==> src/assert_macros.svh <==
// ---------------------------------------------------------------------------
// assert_macros.svh
// Concurrent assertion helpers shared by the RTL.
// ---------------------------------------------------------------------------
`ifndef ASSERT_MACROS_SVH
`define ASSERT_MACROS_SVH

// Property must hold at every clock edge outside reset.
`define ASSERT_PROP(label, clk, rst_n, prop, msg) \
  label: assert property (@(posedge clk) disable iff (!rst_n) (prop)) else $error(msg);

// Expression must never be true outside reset.
`define ASSERT_NEVER(label, clk, rst_n, expr, msg) \
  `ASSERT_PROP(label, clk, rst_n, !(expr), msg)

`endif

==> src/hsid_pkg.sv <==
// ---------------------------------------------------------------------------
// hsid_pkg
// Types and constants of the half-size image downscaler.
// ---------------------------------------------------------------------------
package hsid_pkg;

  localparam int unsigned PIX_W   = 8;
  localparam int unsigned LW_W    = 12;
  localparam int unsigned MODE_W  = 2;
  localparam int unsigned CFG_IDX_W = 2;

  localparam logic [LW_W-1:0]   LINE_WIDTH_RST = 12'd720;
  localparam logic [MODE_W-1:0] H_MODE_RST     = 2'd1;
  localparam logic [MODE_W-1:0] V_MODE_RST     = 2'd1;

  // Configuration register indexes
  typedef enum logic [CFG_IDX_W-1:0] {
    REG_LINE_WIDTH = 2'd0,
    REG_H_MODE     = 2'd1,
    REG_V_MODE     = 2'd2
  } cfg_reg_e;

  typedef enum logic [MODE_W-1:0] {
    H_DECIM  = 2'd0,
    H_TAP121 = 2'd1,
    H_TAP11  = 2'd2
  } h_mode_e;

  typedef enum logic [MODE_W-1:0] {
    V_OFF    = 2'd0,
    V_TAP121 = 2'd1,
    V_TAP11  = 2'd2
  } v_mode_e;

  // Horizontal stage result
  typedef struct packed {
    logic             have;
    logic [PIX_W-1:0] h;
  } hsid_hres_t;

  // Column position flags for the horizontal stage
  typedef struct packed {
    logic even;
    logic zero;
    logic last;
  } hsid_col_t;

  function automatic h_mode_e hsid_h_mode(input logic [MODE_W-1:0] raw);
    h_mode_e m;
    case (raw)
      2'd1:    m = H_TAP121;
      2'd2:    m = H_TAP11;
      default: m = H_DECIM;
    endcase
    return m;
  endfunction

  function automatic v_mode_e hsid_v_mode(input logic [MODE_W-1:0] raw);
    v_mode_e m;
    case (raw)
      2'd1:    m = V_TAP121;
      2'd2:    m = V_TAP11;
      default: m = V_OFF;
    endcase
    return m;
  endfunction

endpackage

==> src/hsid_hstage.sv <==
// ---------------------------------------------------------------------------
// hsid_hstage
// Horizontal filter: decimate, taps 1-1 or taps 1-2-1 with edge repeat.
// ---------------------------------------------------------------------------
module hsid_hstage import hsid_pkg::*; (
  input  logic             clk_i,
  input  logic             rst_ni,
  input  logic             en_i,
  input  h_mode_e          mode_i,
  input  hsid_col_t        col_i,
  input  logic [PIX_W-1:0] pixel_i,
  output hsid_hres_t       res_o
);

  logic [PIX_W-1:0] a_q, a_d;
  logic [PIX_W-1:0] b_q, b_d;
  logic [PIX_W+1:0] sum121, sum3, sum11;

  assign sum121 = {2'b00, a_q} + {1'b0, b_q, 1'b0} + {2'b00, pixel_i};
  assign sum3   = {2'b00, a_q} + {1'b0, pixel_i, 1'b0} + {2'b00, pixel_i};
  assign sum11  = {2'b00, a_q} + {2'b00, pixel_i};

  always_comb begin
    a_d        = a_q;
    b_d        = b_q;
    res_o.have = 1'b0;
    res_o.h    = pixel_i;
    unique case (mode_i)
      H_TAP121: begin
        if (col_i.even) begin
          res_o.have = !col_i.zero;
          res_o.h    = sum121[PIX_W+1:2];
          a_d        = pixel_i;
        end else begin
          b_d        = pixel_i;
          res_o.have = col_i.last;          // right edge repeats last sample
          res_o.h    = sum3[PIX_W+1:2];
        end
      end
      H_TAP11: begin
        if (col_i.even) begin
          a_d = pixel_i;
        end else begin
          res_o.have = 1'b1;
          res_o.h    = sum11[PIX_W:1];
        end
      end
      default: begin
        res_o.have = col_i.even;
      end
    endcase
  end

  always_ff @(posedge clk_i or negedge rst_ni) begin
    if (!rst_ni) begin
      a_q <= '0;
      b_q <= '0;
    end else if (en_i) begin
      a_q <= a_d;
      b_q <= b_d;
    end
  end

endmodule

==> config.mk <==
export PLATFORM = sky130hd
export DESIGN_NAME = hsid_hstage
export DESIGN_NICKNAME = d
export VERILOG_FILES = /design/src/assert_macros.svh /design/src/hsid_pkg.sv /design/src/hsid_hstage.sv
export SDC_FILE = /design/constraint.sdc
export NUM_CORES = 1
export LEC_CHECK = 0
export ABC_CLOCK_PERIOD_IN_PS = 4100
export BUFFER_PORTS_ARGS = -buffer_cell sky130_fd_sc_hd__clkbuf_2
export CAP_MARGIN = 10
export CORE_UTILIZATION = 60
export CTS_CLUSTER_SIZE = 40
export DETAILED_ROUTE_END_ITERATION = 6
export PLACE_DENSITY = 0.81
export SLEW_MARGIN = 20
export SYNTH_ARGS = -nofsm -noshare
export SYNTH_HDL_FRONTEND = slang
export SYNTH_SLANG_ARGS = --single-unit
export TNS_END_PERCENT = 1
==> constraint.sdc <==
create_clock -name clk_i -period 4.1 [get_ports clk_i]
set_clock_uncertainty 0.05 [all_clocks]
set_input_delay 0.82 -clock clk_i [delete_from_list [all_inputs] [get_ports clk_i]]
set_output_delay 0.82 -clock clk_i [all_outputs]
set_load 0.01 [all_outputs]
==> out/qor_table.md <==
| Item | This run |
| --- | --- |
| Area added between synthesis and finish | 10.1% |
| Iteration count of the initial detailed-routing pass | 4 |
| Routed length per instance | 16.7 um |
| Worst-skew pair later-pin latency | 0.25 ns |
| End of the worst register-to-register path | a_q[0] |
| Worst EP required | 3.23 ns |
| Via count | 1,937 |
| Core occupancy in the finished layout | 71.5% |
| Achievable clock frequency | 0.251 GHz |
| Final net count | 320 |
| Finish-stage setup viols | 0 |
| Final period demand of the worst path | 3.99 ns |
| Count of maximum capacitance violations | 0 |
| CTS max path bufs | 2 |
| Remaining antenna violation count after routing | 0 |
| Count leader, synth | ha_1 |
| Ys async rst share | 100% |
| Tightest slew margin relative to the limit | 66.9% |
| Final Hold Viols | 0 |
| Synthesized-area fraction occupied by xor and xnor cells | 5.09% |
| Count of flip-flops with a built-in enable after synthesis | 0 |
| Maximum resistive drop on vdd | 0.309 mV |
| Synth Flop Type | dfrtp_1 |
| Aggregate global-route resource usage | 28.2% |
| Chip width | 63.1 um |
| Worst setup slack for register-to-register paths | 3.17 ns |
| Run status | complete, no violations |
| Aggregate negative setup slack | 0 ns |
| Post-Route WL | 5160 um |
| Top cells by count, synth | ha_1, nand2_1, fa_1 |
| PD cells | 488 nW/um2 |
| Ports placed on the boundary | 25 |
| Critical path fanouts, max | 5 |
| Adder-cell share of the synthesized area | 28.1% |
| Residual overflow from global routing | 0 |
| Clock-pin transition on the worst setup and hold timing paths | 0.05 ns |
| Area share of the leading cell type in the synthesized netlist | 17.9% |
| Final setup slack of the worst path | 0.110 ns |
| Number of diodes added for antenna fixing | 0 |
| First-pass GRT wire length | 8690 um |
| Complex-gate fraction of the synthesized area | 21.3% |
| Highest signal layer in the routed design | met4 |
| Cell type with the highest aggregate area in the netlist | dfrtp_1 |
| Antenna violations before repair | 0 |
| Worst Tran Pin Value | 0.497 ns |
| FF+latch count, synth | 16 |
| Final weighted congestion in routability-driven placement | 0.865 |
| Met1 routed wirelength after detailed routing | 2550 um |
| RR Startpoint | a_q[0] |
| Routed length on met3 | 212 um |
| Worst slack at placement | 0.0659 ns |
| Post-DP HPWL | 4160 um |
| Number of design-rule violations left by the first detailed-router iteration | 168 |
| Arrival time worst endpoint | 3.12 ns |
| Proportion of layout cells with a drive suffix above 1 | 21.8% |
| Final Max Slew Viols | 0 |
| Port Buffers | 24 |
| Sinks on the clock net | 16 |
| Via count of the first global-routing pass | 1,847 |
| Effective utilization at floorplan | 65.0% |
| Non-filler cells, final | 308 |
| Worst-case reg-to-reg path depth | 1 |
| Fin crit share | 97.3% |
| Sequential share of the synthesized area | 17.9% |
| Proportion of synthesized area in mux cells | 7.94% |
| Average instance area after synthesis | 9.40 um2 |
| H-Tree Level Count | 1 |
| Critical setup path kind | input pin to output port |
| Dpl cells | 305 |
| Gate count after technology mapping | 238 |
| Top cells by area in the synthesized netlist | dfrtp_1, fa_1, ha_1, mux2_2, nand2_1 |
| TritonCTS clock tree | yes |
| Number of distinct library cells after synthesis | 52 |
| Floorplan die area | 3980 um2 |
| Inserted Clock Buffers | 3 |
| Vias/cell | 6.29 |
| Buffer cell driving the clock tree root | clkbuf_8 |
| Area of the core region | 3440 um2 |
| Post-Syn Area | 2240 um2 |
| Post-synthesis net count | 294 |
| Simple logic cell fraction of the synthesized area | 16.7% |
| Setup repair after global routing missed its margin | true |
| Maximum number of pins on one net before global-route repair | 26 |
| Reported leakage power | 1.10 nW |
| Residual DRC count | 0 |
| Category of the worst setup path launch point | input pin |
| Endpoint type of the worst setup path | output port |
| Height of the die | 63.1 um |
| Met2 layer wire length in the routed design | 2320 um |
| Number of filler instances in the final layout | 287 |
| FP Rows | 21 |
| Dominant combinational cell family by area after synthesis | adder cells |
| Class of the tightest hold or removal check | input pin to async pin |
| Yosys warning count | 0 |
| Post-CTS Setup Inserts | 0 |
worst max-delay path, cell delays in order:
cell and delay [ns]:
clkbuf_2 0.14, buf_4 0.18, fa_1 0.53, ha_1 0.33
a41oi_2 0.15, nor3_1 0.25, o21ai_1 0.13, mux2i_1 0.13
a22oi_1 0.20, o211ai_1 0.12, clkbuf_2 0.15
metrics by stage:
step | total power [mW] | hold slack, ns | area (um2)
finish | 1.20 | 0.431 | 2460
global placement | 1.05 | 0.447 | 2400
detailed placement | 1.07 | 0.455 | 2400
floorplan | 0.878 | 0.420 | 2240
global route | 1.31 | 0.453 | 2460
CTS | 1.19 | 0.437 | 2440
routing by layer:
metal	vias up	global-route usage, %
li1	931	-
met1	951	41.3
met2	48	44.8
met3	7	1.27
met4	0	9.01
met5	-	0
timing repair:
| item | 4_1_cts | 5_1_grt |
|---|---|---|
| resized for setup | 0 | 4 |
| setup endpoints to repair | 0 | 3 |
| hold buffers | 0 | 0 |
worst max path at each step:
stage | from | endpoint | slack, ns | depth (start not counted)
floorplan | pixel_i[1] | res_o[7] | 0.43 | 9
global placement | pixel_i[1] | res_o[7] | 0.08 | 11
detailed placement | pixel_i[1] | res_o[7] | 0.07 | 11
CTS | pixel_i[1] | res_o[5] | 0.05 | 11
global route | pixel_i[1] | res_o[4] | -0.003 | 11
finish | pixel_i[1] | res_o[6] | 0.11 | 11
power by group:
part | internal [mW] | switching (mW) | leakage [nW]
sequential | 0.194 | 0.0478 | 0.192
combinational | 0.385 | 0.463 | 0.883
clock | 0.0651 | 0.0474 | 0.0216
total | 0.644 | 0.558 | 1.10
state kept, by name, summed over array words and instances (netlist names):
signal,count
a_q,8
b_q,8
layout make-up:
class / instances / area, um2 / share of cell area (%)
clock buffer: 3 / 41.3 / 1.68
inverter: 7 / 26.3 / 1.07
multi-input combinational: 208 / 1790 / 72.6
sequential: 16 / 400 / 16.3
tap: 46 / 57.6 / 2.34
timing repair buffer: 28 / 150 / 6.10
kinds of logic after synthesis:
| family | after synthesis |
|---|---|
| simple gates | 72 |
| compound gates | 67 |
| fa+ha+maj | 40 |
| mux | 16 |
| flops | 16 |
| buf+inv | 14 |
| xor+xnor | 13 |
placed cells by master (no fill, tap or decap), types with 2 or more instances in the layout:
cell type / netlist / routed
nand2b_1: 6 / 6
dfrtp_1: 16 / 16
buf_4: 1 / 4
mux2i_1: 2 / 2
o21ai_1: 3 / 3
o221ai_1: 2 / 2
xor2_1: 7 / 7
nor2b_1: 4 / 4
nand2_1: 21 / 21
a31oi_1: 2 / 2
clkbuf_2: 0 / 24
xnor2_1: 6 / 6
nand3b_1: 4 / 4
nor3_1: 3 / 3
a21oi_1: 9 / 9
a21oi_2: 3 / 3
clkbuf_8: 0 / 3
o21ai_0: 15 / 15
nand4_1: 4 / 4
inv_1: 7 / 7
ha_1: 23 / 23
nor2_1: 15 / 15
nand3_1: 4 / 4
fa_1: 17 / 15
a22oi_1: 4 / 4
mux2_2: 14 / 14
nor3b_1: 3 / 3
fa_2: 0 / 2
o211ai_1: 4 / 4
nor4b_1: 2 / 2
a21o_1: 9 / 9
Power figures use the tool's default switching activity.
